`src/hw/rtl/pdfl_pkg.sv`:
```
// ----------------------------------------------------------------------------
// pdfl_pkg: shared types and constants for the pooled deque
// Request and result layouts, operation and status codes, pointer widths,
// and the command and status bundles between controller and datapath.
// ----------------------------------------------------------------------------
package pdfl_pkg;

  // Pool geometry
  localparam int POOL_DEPTH  = 64;
  localparam int VALUE_WIDTH = 32;
  localparam int ADDR_W      = (POOL_DEPTH > 1) ? $clog2(POOL_DEPTH) : 1;
  localparam int IDX_W       = $clog2(POOL_DEPTH + 1);

  // Field widths
  localparam int FUNC_W   = 3;
  localparam int STATUS_W = 2;
  localparam int CNT_W    = 7;
  localparam int CAP_W    = 7;

  typedef logic [IDX_W-1:0] idx_t;

  // One past the last node marks the end of a chain
  localparam idx_t NIL_IDX = idx_t'(POOL_DEPTH);

  localparam logic [CAP_W-1:0] CAP_RESET =
    (64 > POOL_DEPTH) ? CAP_W'(POOL_DEPTH) : CAP_W'(64);

  // Operation codes
  localparam logic [FUNC_W-1:0] FUNC_PUSH_HEAD = 3'd0;
  localparam logic [FUNC_W-1:0] FUNC_PUSH_TAIL = 3'd1;
  localparam logic [FUNC_W-1:0] FUNC_POP_HEAD  = 3'd2;
  localparam logic [FUNC_W-1:0] FUNC_POP_TAIL  = 3'd3;
  localparam logic [FUNC_W-1:0] FUNC_CLEAR     = 3'd4;

  // Status codes
  localparam logic [STATUS_W-1:0] STAT_OK    = 2'd0;
  localparam logic [STATUS_W-1:0] STAT_FULL  = 2'd1;
  localparam logic [STATUS_W-1:0] STAT_EMPTY = 2'd2;

  typedef struct packed {
    logic [FUNC_W-1:0]      func;
    logic [VALUE_WIDTH-1:0] value;
  } pdfl_in_t;

  typedef struct packed {
    logic [STATUS_W-1:0]    status;
    logic [VALUE_WIDTH-1:0] out_value;
    logic [CNT_W-1:0]       item_count;
    logic                   is_empty;
    logic                   is_full;
  } pdfl_out_t;

  typedef enum logic [1:0] {
    ST_IDLE,
    ST_PUSH_LINK,
    ST_POP_UNLINK,
    ST_POP_FREE
  } pdfl_state_t;

  typedef enum logic [3:0] {
    OP_NONE,
    OP_PUSH_ALLOC,
    OP_PUSH_LINK,
    OP_POP_READ,
    OP_POP_UNLINK,
    OP_POP_FREE,
    OP_CLEAR,
    OP_REFUSE_FULL,
    OP_REFUSE_EMPTY,
    OP_IDLE_RESP,
    OP_REBUILD
  } pdfl_op_t;

  typedef struct packed {
    pdfl_op_t op;
    logic     at_head;
  } pdfl_cmd_t;

  typedef struct packed {
    logic full;
    logic head_empty;
    logic tail_empty;
  } pdfl_stat_t;

endpackage

```
`src/hw/rtl/pdfl_ram.sv`:
```
// ----------------------------------------------------------------------------
// pdfl_ram: generic simple dual-port RAM
// One write port, one read port, registered read data (old data on a
// same-address read and write).
// ----------------------------------------------------------------------------
module pdfl_ram #(
  parameter int WIDTH = 8,
  parameter int DEPTH = 16
) (
  input  logic                                         clk,
  input  logic                                         we,
  input  logic [((DEPTH > 1) ? $clog2(DEPTH) : 1)-1:0] waddr,
  input  logic [WIDTH-1:0]                             wdata,
  input  logic [((DEPTH > 1) ? $clog2(DEPTH) : 1)-1:0] raddr,
  output logic [WIDTH-1:0]                             rdata
);

  logic [WIDTH-1:0] mem_r [DEPTH];
  logic [WIDTH-1:0] rdata_r;

  always_ff @(posedge clk) begin
    if (we) begin
      mem_r[waddr] <= wdata;
    end
    rdata_r <= mem_r[raddr];
  end

  assign rdata = rdata_r;

endmodule

```
`src/hw/rtl/pdfl_ctrl.sv`:
```
// ----------------------------------------------------------------------------
// pdfl_ctrl: request sequencer
// Decode each request and step the datapath through its pointer updates.
// ----------------------------------------------------------------------------
module pdfl_ctrl
  import pdfl_pkg::*;
(
  input  logic              clk,
  input  logic              rst_n,
  input  logic              start,
  input  logic [FUNC_W-1:0] func,
  input  logic              cfg_valid,
  input  pdfl_stat_t        stat,
  output logic              busy,
  output logic              cfg_ready,
  output pdfl_cmd_t         cmd
);

  pdfl_state_t state_r, state_nxt;
  logic        side_r, side_nxt;

  always_ff @(posedge clk) begin
    if (!rst_n) begin
      state_r <= ST_IDLE;
      side_r  <= 1'b1;
    end else begin
      state_r <= state_nxt;
      side_r  <= side_nxt;
    end
  end

  always_comb begin
    state_nxt   = state_r;
    side_nxt    = side_r;
    cmd.op      = OP_NONE;
    cmd.at_head = side_r;
    busy        = (state_r != ST_IDLE);
    cfg_ready   = (state_r == ST_IDLE) && !start;
    unique case (state_r)
      ST_IDLE: begin
        // even codes act on the head, odd codes on the tail
        cmd.at_head = ~func[0];
        if (start) begin
          side_nxt = ~func[0];
          unique case (func) inside
            FUNC_PUSH_HEAD, FUNC_PUSH_TAIL: begin
              if (stat.full) begin
                cmd.op = OP_REFUSE_FULL;
              end else begin
                cmd.op    = OP_PUSH_ALLOC;
                state_nxt = ST_PUSH_LINK;
              end
            end
            FUNC_POP_HEAD, FUNC_POP_TAIL: begin
              if (func[0] ? stat.tail_empty : stat.head_empty) begin
                cmd.op = OP_REFUSE_EMPTY;
              end else begin
                cmd.op    = OP_POP_READ;
                state_nxt = ST_POP_UNLINK;
              end
            end
            FUNC_CLEAR: cmd.op = OP_CLEAR;
            default:    cmd.op = OP_IDLE_RESP;
          endcase
        end else if (cfg_valid) begin
          cmd.op = OP_REBUILD;
        end
      end
      ST_PUSH_LINK: begin
        cmd.op    = OP_PUSH_LINK;
        state_nxt = ST_IDLE;
      end
      ST_POP_UNLINK: begin
        cmd.op    = OP_POP_UNLINK;
        state_nxt = ST_POP_FREE;
      end
      ST_POP_FREE: begin
        cmd.op    = OP_POP_FREE;
        state_nxt = ST_IDLE;
      end
      default: state_nxt = ST_IDLE;
    endcase
  end

endmodule

```
`src/hw/rtl/pdfl_dp.sv`:
```
// ----------------------------------------------------------------------------
// pdfl_dp: pool datapath
// Node memories, list and free pointers, counters and the result register.
// ----------------------------------------------------------------------------
module pdfl_dp
  import pdfl_pkg::*;
(
  input  logic             clk,
  input  logic             rst_n,
  input  pdfl_cmd_t        cmd,
  input  pdfl_in_t         in_data,
  input  logic [CAP_W-1:0] cfg_data,
  output pdfl_stat_t       stat,
  output logic             out_valid,
  output pdfl_out_t        out_data
);

  idx_t             head_r, head_nxt;
  idx_t             tail_r, tail_nxt;
  idx_t             free_r, free_nxt;
  idx_t             node_r, node_nxt;
  logic [CNT_W-1:0] count_r, count_nxt;
  logic [CNT_W-1:0] fresh_r, fresh_nxt;
  logic [CAP_W-1:0] cap_r, cap_nxt;
  logic             chain_r, chain_nxt;
  logic [VALUE_WIDTH-1:0] pop_val_r, pop_val_nxt;
  logic             out_valid_r, resp;
  pdfl_out_t        res_r, res_nxt;

  logic             nx_we, pv_we, val_we;
  logic [ADDR_W-1:0] nx_waddr, pv_waddr, nx_raddr, sel_addr;
  idx_t             nx_wdata, pv_wdata, nx_rd, pv_rd;
  logic [VALUE_WIDTH-1:0] val_rd;

  idx_t             sel_ptr, nb, alloc_idx;
  logic             from_fresh;
  logic [CAP_W-1:0] cap_sat;
  logic [STATUS_W-1:0] status;
  logic [VALUE_WIDTH-1:0] rval;

  pdfl_ram #(.WIDTH(IDX_W), .DEPTH(POOL_DEPTH)) u_next_ram (
    .clk(clk), .we(nx_we), .waddr(nx_waddr), .wdata(nx_wdata),
    .raddr(nx_raddr), .rdata(nx_rd)
  );

  pdfl_ram #(.WIDTH(IDX_W), .DEPTH(POOL_DEPTH)) u_prev_ram (
    .clk(clk), .we(pv_we), .waddr(pv_waddr), .wdata(pv_wdata),
    .raddr(sel_addr), .rdata(pv_rd)
  );

  pdfl_ram #(.WIDTH(VALUE_WIDTH), .DEPTH(POOL_DEPTH)) u_value_ram (
    .clk(clk), .we(val_we), .waddr(alloc_idx[ADDR_W-1:0]), .wdata(in_data.value),
    .raddr(sel_addr), .rdata(val_rd)
  );

  assign sel_ptr    = cmd.at_head ? head_r : tail_r;
  assign sel_addr   = sel_ptr[ADDR_W-1:0];
  assign nb         = cmd.at_head ? nx_rd : pv_rd;
  // hand out never-used nodes first, then recycled ones
  assign from_fresh = (fresh_r != '0);
  assign alloc_idx  = from_fresh ? idx_t'(fresh_r - 1'b1) : free_r;
  assign nx_raddr   = (cmd.op == OP_POP_READ) ? sel_addr : free_r[ADDR_W-1:0];
  assign cap_sat    = (cfg_data > CAP_W'(POOL_DEPTH)) ? CAP_W'(POOL_DEPTH) : cfg_data;

  assign stat.full       = (count_r >= cap_r);
  assign stat.head_empty = (count_r == '0) || (head_r >= NIL_IDX);
  assign stat.tail_empty = (count_r == '0) || (tail_r >= NIL_IDX);

  always_ff @(posedge clk) begin
    if (!rst_n) begin
      head_r      <= NIL_IDX;
      tail_r      <= NIL_IDX;
      free_r      <= NIL_IDX;
      count_r     <= '0;
      fresh_r     <= CNT_W'(CAP_RESET);
      cap_r       <= CAP_RESET;
      chain_r     <= 1'b0;
      out_valid_r <= 1'b0;
    end else begin
      head_r      <= head_nxt;
      tail_r      <= tail_nxt;
      free_r      <= free_nxt;
      count_r     <= count_nxt;
      fresh_r     <= fresh_nxt;
      cap_r       <= cap_nxt;
      chain_r     <= chain_nxt;
      out_valid_r <= resp;
    end
  end

  always_ff @(posedge clk) begin
    node_r    <= node_nxt;
    pop_val_r <= pop_val_nxt;
    if (resp) begin
      res_r <= res_nxt;
    end
  end

  always_comb begin
    head_nxt    = head_r;
    tail_nxt    = tail_r;
    free_nxt    = free_r;
    node_nxt    = node_r;
    count_nxt   = count_r;
    fresh_nxt   = fresh_r;
    cap_nxt     = cap_r;
    chain_nxt   = chain_r;
    pop_val_nxt = pop_val_r;
    nx_we       = 1'b0;
    nx_waddr    = alloc_idx[ADDR_W-1:0];
    nx_wdata    = NIL_IDX;
    pv_we       = 1'b0;
    pv_waddr    = alloc_idx[ADDR_W-1:0];
    pv_wdata    = NIL_IDX;
    val_we      = 1'b0;
    resp        = 1'b0;
    status      = STAT_OK;
    rval        = '0;
    unique case (cmd.op)
      OP_PUSH_ALLOC: begin
        node_nxt  = alloc_idx;
        chain_nxt = !from_fresh;
        if (from_fresh) begin
          fresh_nxt = fresh_r - 1'b1;
        end
        val_we   = 1'b1;
        nx_we    = 1'b1;
        nx_wdata = cmd.at_head ? head_r : NIL_IDX;
        pv_we    = 1'b1;
        pv_wdata = cmd.at_head ? NIL_IDX : tail_r;
      end
      OP_PUSH_LINK: begin
        if (chain_r) begin
          free_nxt = nx_rd;
        end
        if (cmd.at_head) begin
          if (head_r < NIL_IDX) begin
            pv_we    = 1'b1;
            pv_waddr = head_r[ADDR_W-1:0];
            pv_wdata = node_r;
          end
          head_nxt = node_r;
          if (tail_r >= NIL_IDX) begin
            tail_nxt = node_r;
          end
        end else begin
          if (tail_r < NIL_IDX) begin
            nx_we    = 1'b1;
            nx_waddr = tail_r[ADDR_W-1:0];
            nx_wdata = node_r;
          end
          tail_nxt = node_r;
          if (head_r >= NIL_IDX) begin
            head_nxt = node_r;
          end
        end
        count_nxt = count_r + 1'b1;
        resp      = 1'b1;
      end
      OP_POP_READ: node_nxt = sel_ptr;
      OP_POP_UNLINK: begin
        pop_val_nxt = val_rd;
        if (cmd.at_head) begin
          head_nxt = nb;
          if (nb < NIL_IDX) begin
            pv_we    = 1'b1;
            pv_waddr = nb[ADDR_W-1:0];
          end else begin
            tail_nxt = NIL_IDX;
          end
        end else begin
          tail_nxt = nb;
          if (nb < NIL_IDX) begin
            nx_we    = 1'b1;
            nx_waddr = nb[ADDR_W-1:0];
          end else begin
            head_nxt = NIL_IDX;
          end
        end
      end
      OP_POP_FREE: begin
        nx_we     = 1'b1;
        nx_waddr  = node_r[ADDR_W-1:0];
        nx_wdata  = free_r;
        free_nxt  = node_r;
        count_nxt = count_r - 1'b1;
        rval      = pop_val_r;
        resp      = 1'b1;
      end
      OP_CLEAR: begin
        // every node goes back to the pool at once
        head_nxt  = NIL_IDX;
        tail_nxt  = NIL_IDX;
        free_nxt  = NIL_IDX;
        count_nxt = '0;
        fresh_nxt = CNT_W'(cap_r);
        resp      = 1'b1;
      end
      OP_REBUILD: begin
        head_nxt  = NIL_IDX;
        tail_nxt  = NIL_IDX;
        free_nxt  = NIL_IDX;
        count_nxt = '0;
        cap_nxt   = cap_sat;
        fresh_nxt = CNT_W'(cap_sat);
      end
      OP_REFUSE_FULL: begin
        status = STAT_FULL;
        resp   = 1'b1;
      end
      OP_REFUSE_EMPTY: begin
        status = STAT_EMPTY;
        resp   = 1'b1;
      end
      OP_IDLE_RESP: resp = 1'b1;
      default: ;
    endcase
    res_nxt.status     = status;
    res_nxt.out_value  = rval;
    res_nxt.item_count = count_nxt;
    res_nxt.is_empty   = (count_nxt == '0);
    res_nxt.is_full    = (count_nxt == CNT_W'(cap_nxt));
  end

  assign out_valid = out_valid_r;
  assign out_data  = res_r;

endmodule

```
`src/hw/rtl/pooled_deque_free_list.sv`:
```
// ----------------------------------------------------------------------------
// pooled_deque_free_list: double-ended list over a fixed node pool
// Top level: request sequencer plus pool datapath.
// ----------------------------------------------------------------------------
// Usage:
//   Request channel: drive in_data (func, value) and raise start; the request
//   is taken at a rising edge with start high and busy low. func selects
//   push head, push tail, pop head, pop tail or clear; other codes do nothing
//   but still answer.
//   Result channel: every request yields exactly one result, shown on
//   out_data for one cycle while out_valid is high. The receiver cannot
//   stall; sample it on that cycle.
//   Flow: refused pushes, empty pops, clear and unknown codes answer the
//   cycle after the request; a push passes the link state and a pop the
//   unlink and free states. busy is high in those states and low in the
//   result cycle, so a new request can be taken while a result shows. The
//   steps are set by the next, prev and value RAMs: one write per RAM per
//   cycle and a registered read before a pop can relink its neighbor.
//   Configuration: cfg_data carries the capacity (saturated to the pool
//   depth) and is taken on cfg_valid and cfg_ready; it empties the list.
//   cfg_ready is high only while idle and no request is offered.
//   Reset: synchronous, active low; the list comes up empty with capacity
//   64 and no clearing pass, since never-used nodes are handed out by count.
// ----------------------------------------------------------------------------
module pooled_deque_free_list
  import pdfl_pkg::*;
(
  input  logic             clk,
  input  logic             rst_n,
  input  logic             start,
  output logic             busy,
  input  pdfl_in_t         in_data,
  output logic             out_valid,
  output pdfl_out_t        out_data,
  input  logic             cfg_valid,
  output logic             cfg_ready,
  input  logic [CAP_W-1:0] cfg_data
);

  pdfl_cmd_t  cmd;
  pdfl_stat_t stat;

  // Sequence each request into datapath steps
  pdfl_ctrl u_ctrl (
    .clk       (clk),
    .rst_n     (rst_n),
    .start     (start),
    .func      (in_data.func),
    .cfg_valid (cfg_valid),
    .stat      (stat),
    .busy      (busy),
    .cfg_ready (cfg_ready),
    .cmd       (cmd)
  );

  // Hold pointers, node memories and the result register
  pdfl_dp u_dp (
    .clk       (clk),
    .rst_n     (rst_n),
    .cmd       (cmd),
    .in_data   (in_data),
    .cfg_data  (cfg_data),
    .stat      (stat),
    .out_valid (out_valid),
    .out_data  (out_data)
  );

endmodule

```
`config.mk`:
```
export PLATFORM = sky130hd
export DESIGN_NAME = pooled_deque_free_list
export DESIGN_NICKNAME = d
export VERILOG_FILES = /design/src/hw/rtl/pdfl_pkg.sv /design/src/hw/rtl/pdfl_ram.sv /design/src/hw/rtl/pdfl_ctrl.sv /design/src/hw/rtl/pdfl_dp.sv /design/src/hw/rtl/pooled_deque_free_list.sv
export SDC_FILE = /design/constraint.sdc
export NUM_CORES = 2
export LEC_CHECK = 0
export ABC_AREA = 1
export BUFFER_PORTS_ARGS = -buffer_cell sky130_fd_sc_hd__buf_2
export CAP_MARGIN = 40
export CORE_UTILIZATION = 30
export DETAILED_ROUTE_END_ITERATION = 8
export HOLD_SLACK_MARGIN = 0.05
export PLACE_DENSITY = 0.55
export RECOVER_POWER = 50
export SLEW_MARGIN = 20
export SYNTH_ARGS = -nofsm -noshare
export SYNTH_HDL_FRONTEND = slang
export SYNTH_SLANG_ARGS = --single-unit
```
`constraint.sdc`:
```
create_clock -name clk -period 4.9 [get_ports clk]
set_input_delay 0.49 -clock clk [delete_from_list [all_inputs] [get_ports clk]]
set_output_delay 0.49 -clock clk [all_outputs]
set_load 0.005 [all_outputs]
```
==> out/results.tsv <==
metric	value	unit
outcome	complete, but fails checks	
violations	capacitance limit, slew limit	
final_area	0.146	mm²
final_util	35.1	%
grt.total_usage	17.6	%
maxSlewHeadroom	-151	%
fin_total_pwr	0.0668	W
antenna_found_initial	28	
drt-total-wl	383	mm
crit_path_max_fanout	32	
use_met1	25.8	%
syn-mean-instance-area	12.4	µm²
slowest_delay	1190	ps
ys_seq_area_share	74.1	%
crit_buf_inv	5	
critical_path_class	reg -> reg	
worst_setup_path_end_kind	register	
use_met2	26.7	%
grt_overflow_total	0	
start_util	30.2	%
post_cts_buffers	0	
io_pins	92	
r2r_cells	18	
io_buffers	91	
clk_pin_slew	70	ps
first_pass_iters	7	
grt_pass1_wl	551	mm
grt_max_degree	116	
gp_congestion	0.864	
synth-seq-cells	3119	
clockRootBuffer	clkbuf_16	
crit_path_cell_trace	inv_1 -> ha_1 -> nand2_1 -> inv_1 -> a21oi_1 -> nand3_1 -> nand2_1 -> nand2_1 -> nand2_1 -> a21oi_1 -> nor3_1 -> buf_4 -> nand2_1 -> nor2_1 -> nand2_1 -> buf_4 -> nor2_4 -> clkbuf_2	
layout-drive-gt1-share	10.0	%
fin_worst_skew	76.7	ps
cts_buffers	332	
wl_per_cell	23.9	µm
peakVddDrop	0.325	mV
powerDensity	459	mW/mm²
fmax	215	MHz
async_flop_share	0	%
fin_ws	243	ps
hold_depth	5	
cp.required	5420	ps
placed_area	0.136	mm²
min-delay-start	start	
hold_path.class	in -> reg	
netlist_instances	10100	
synth_ff_type	edfxtp_1	
hpwlAfterDp	225	mm
die_w	648	µm
yosysWarnings	0	
core	0.414	mm²
drc_errors	0	
cp.arrival	5180	ps
final_hold_viol_count	0	
holdWs	117	ps
die_h	648	µm
met3_usage	3.11	%
busiest_layer	met2	
r2r-start	u_dp.cap_r[6]$_SDFF_PN1_	
crit_top_cell	nand2_1	
vias	83500	
row_count	236	
cts_tree	yes	
p_leak	48.4	nW
finalCritPeriodShare	95.0	%
dieArea	0.420	mm²
yosys.cell_types.count	51	
whs_endpoint	u_ctrl.side_r$_SDFFE_PN1P_	
drv_cap	38	
drv_slew	2291	
grt_pass1_vias	78100	
ant_nets	0	
place_ws	494	ps
synth_nets	10100	
r2r_setup_slack	240	ps
drt-initial-drc-count	9629	
cpMaxStageDelayCell	clkbuf_2	
clk_latency	950	ps
finalWorstPathRequiredPeriod	4660	ps
nFillCells	40200	
clock_sinks	3119	
critPathTopFamily	buffers and inverters	
drt-vias-per-instance	5.20	
rsz0062_at_grt	no	
cts.path.max_buffers	4	
htreeDepth	5	
nets	10400	
crit-reg2reg-capture	u_dp.u_value_ram.mem_r[36][22]$_DFFE_PP_	
syn_to_final_growth	16.3	%
setup-violations-final	0	
tightest_slew	3760	ps
syn_area	0.125	mm²
synth_edf_count	3026	
worst_setup_path_start_kind	register	
==> worst max path at each step <==
| stage | start | to | slack (ps) | cells after the start |
|---|---|---|---|---|
| 6_report | u_dp.cap_r[6]$_SDFF_PN1_ | u_dp.u_value_ram.mem_r[36][22]$_DFFE_PP_ | 240 | 18 |
| 5_1_grt | u_dp.cap_r[6]$_SDFF_PN1_ | u_dp.u_value_ram.mem_r[4][11]$_DFFE_PP_ | 80 | 18 |
| 4_1_cts | u_dp.cap_r[6]$_SDFF_PN1_ | u_dp.u_next_ram.rdata[3]$_DFF_P_ | 480 | 21 |
| 3_5_place_dp | u_dp.cap_r[6]$_SDFF_PN1_ | u_dp.u_next_ram.rdata[3]$_DFF_P_ | 490 | 21 |
| 3_3_place_gp | u_dp.cap_r[6]$_SDFF_PN1_ | u_dp.u_next_ram.rdata[5]$_DFF_P_ | -3 | 20 |
| 2_1_floorplan | u_ctrl.state_r[1]$_SDFFE_PN0P_ | u_dp.u_prev_ram.mem_r[0][1]$_DFFE_PP_ | 280 | 7 |
==> cells by family after synthesis <==
| family | share of synthesized area [%] |
|---|---|
| buf+inv | 4.09 |
| xor+xnor | 0.0909 |
| fa+ha+maj | 0.166 |
| flops | 74.1 |
| compound gates | 11.5 |
| simple gates | 10.1 |
==> power breakdown <==
part	leakage, nW	internal (W)	total, W	switching, W
Combinational	14.3	0.00327	0.0117	0.00847
Clock	5.16	0.0142	0.0248	0.0106
Sequential	28.9	0.0298	0.0302	0.000410
Total	48.4	0.0473	0.0668	0.0195
==> metal layers <==
metal | up-vias | wire [µm]
met5 | - | 148
met4 | 22 | 9770
met3 | 584 | 35100
met2 | 3577 | 168000
met1 | 42100 | 170000
li1 | 37200 | -
==> sequential cells by signal (all words and copies together), names as in the netlist, 32 cells and up <==
| name | cells |
|---|---|
| u_dp.u_prev_ram.mem_r | 448 |
| u_dp.u_value_ram.rdata | 32 |
| u_dp.u_value_ram.mem_r | 2048 |
| u_dp.u_next_ram.mem_r | 448 |
| u_dp.out_data | 43 |
| u_dp.pop_val_r | 32 |
==> cells in the final DEF, fill, tap and decap left out, types with 11 or more instances in the layout <==
cell and count:
ha_1 15, nor2_1 1790, nor2_2 16, bufinv_16 25
nand3_1 584, o211ai_1 22, o21ai_0 1378, clkbuf_2 15
clkbuf_1 166, o221ai_1 179, o21ai_1 260, buf_4 289
clkinv_2 40, clkbuf_16 338, buf_12 105, dlygate4sd3_1 11
inv_1 594, clkbuf_8 14, o22ai_1 618, dfxtp_1 93
inv_2 19, nor2_4 39, buf_2 54, edfxtp_1 3026
nand2_1 622, clkinv_1 72, a21oi_1 45, clkinv_8 11
==> layout make-up <==
| class | count | area (µm²) | area share [%] |
|---|---|---|---|
| flip-flops and latches | 3119 | 92700 | 63.7 |
| multi-input cells | 5665 | 27800 | 19.1 |
| clock buffers | 429 | 8940 | 6.14 |
| well taps | 5474 | 6850 | 4.70 |
| repair buffers | 571 | 5230 | 3.59 |
| inverters | 620 | 2370 | 1.63 |
| clock inverters | 171 | 1700 | 1.17 |
| diodes | 9 | 22.5 | 0.0155 |
==> worst min-delay path: stages <==
cell,delay (ps)
buf_2,150
inv_1,140
nor2_4,60
inv_2,60
o21ai_0,70
==> cells in the mapped netlist (2+ instances only) <==
master | count | share of area (%)
nand4_4 | 4 | 0.068
o21bai_1 | 3 | 0.018
o22ai_1 | 618 | 3.1
nand4_2 | 5 | 0.050
or2_2 | 5 | 0.025
xnor2_1 | 5 | 0.035
o21ai_4 | 2 | 0.026
buf_2 | 157 | 0.63
o21a_1 | 3 | 0.018
xor2_1 | 8 | 0.056
clkbuf_1 | 455 | 1.4
nor2_2 | 8 | 0.040
edfxtp_1 | 3026 | 73
inv_2 | 24 | 0.072
nor2_4 | 6 | 0.054
nor4_1 | 3 | 0.015
buf_6 | 4 | 0.036
nor3_1 | 8 | 0.032
nor2_1 | 1831 | 5.5
nand3_1 | 584 | 2.3
nand3_2 | 3 | 0.024
nand2_4 | 2 | 0.018
dfxtp_1 | 93 | 1.5
o221ai_1 | 182 | 1.3
o211ai_1 | 22 | 0.13
o21ai_0 | 1378 | 5.5
nand2_2 | 4 | 0.020
o221ai_2 | 2 | 0.024
a21oi_1 | 46 | 0.18
o21ai_2 | 4 | 0.028
a21oi_2 | 8 | 0.056
buf_4 | 27 | 0.16
a21oi_4 | 3 | 0.039
buf_1 | 14 | 0.042
o21ai_1 | 265 | 1.1
inv_1 | 595 | 1.8
nand4_1 | 3 | 0.015
nand2_1 | 624 | 1.9
ha_1 | 15 | 0.15
==> what timing repair did <==
action                                  4_1_cts  5_1_grt
hold endpoints to repair                     50        0
resized for setup                             0        0
endpoints found under the setup margin        0        0
hold buffers                                 11        0
==> stage by stage <==
step	TNS (ps)	std cells
after floorplan	0	10100
after global placement	-3.45	15400
after detailed placement	0	15400
after CTS	0	16000
after global routing	0	16000
final	0	16100
No activity file was read; power rests on OpenSTA's default activity.
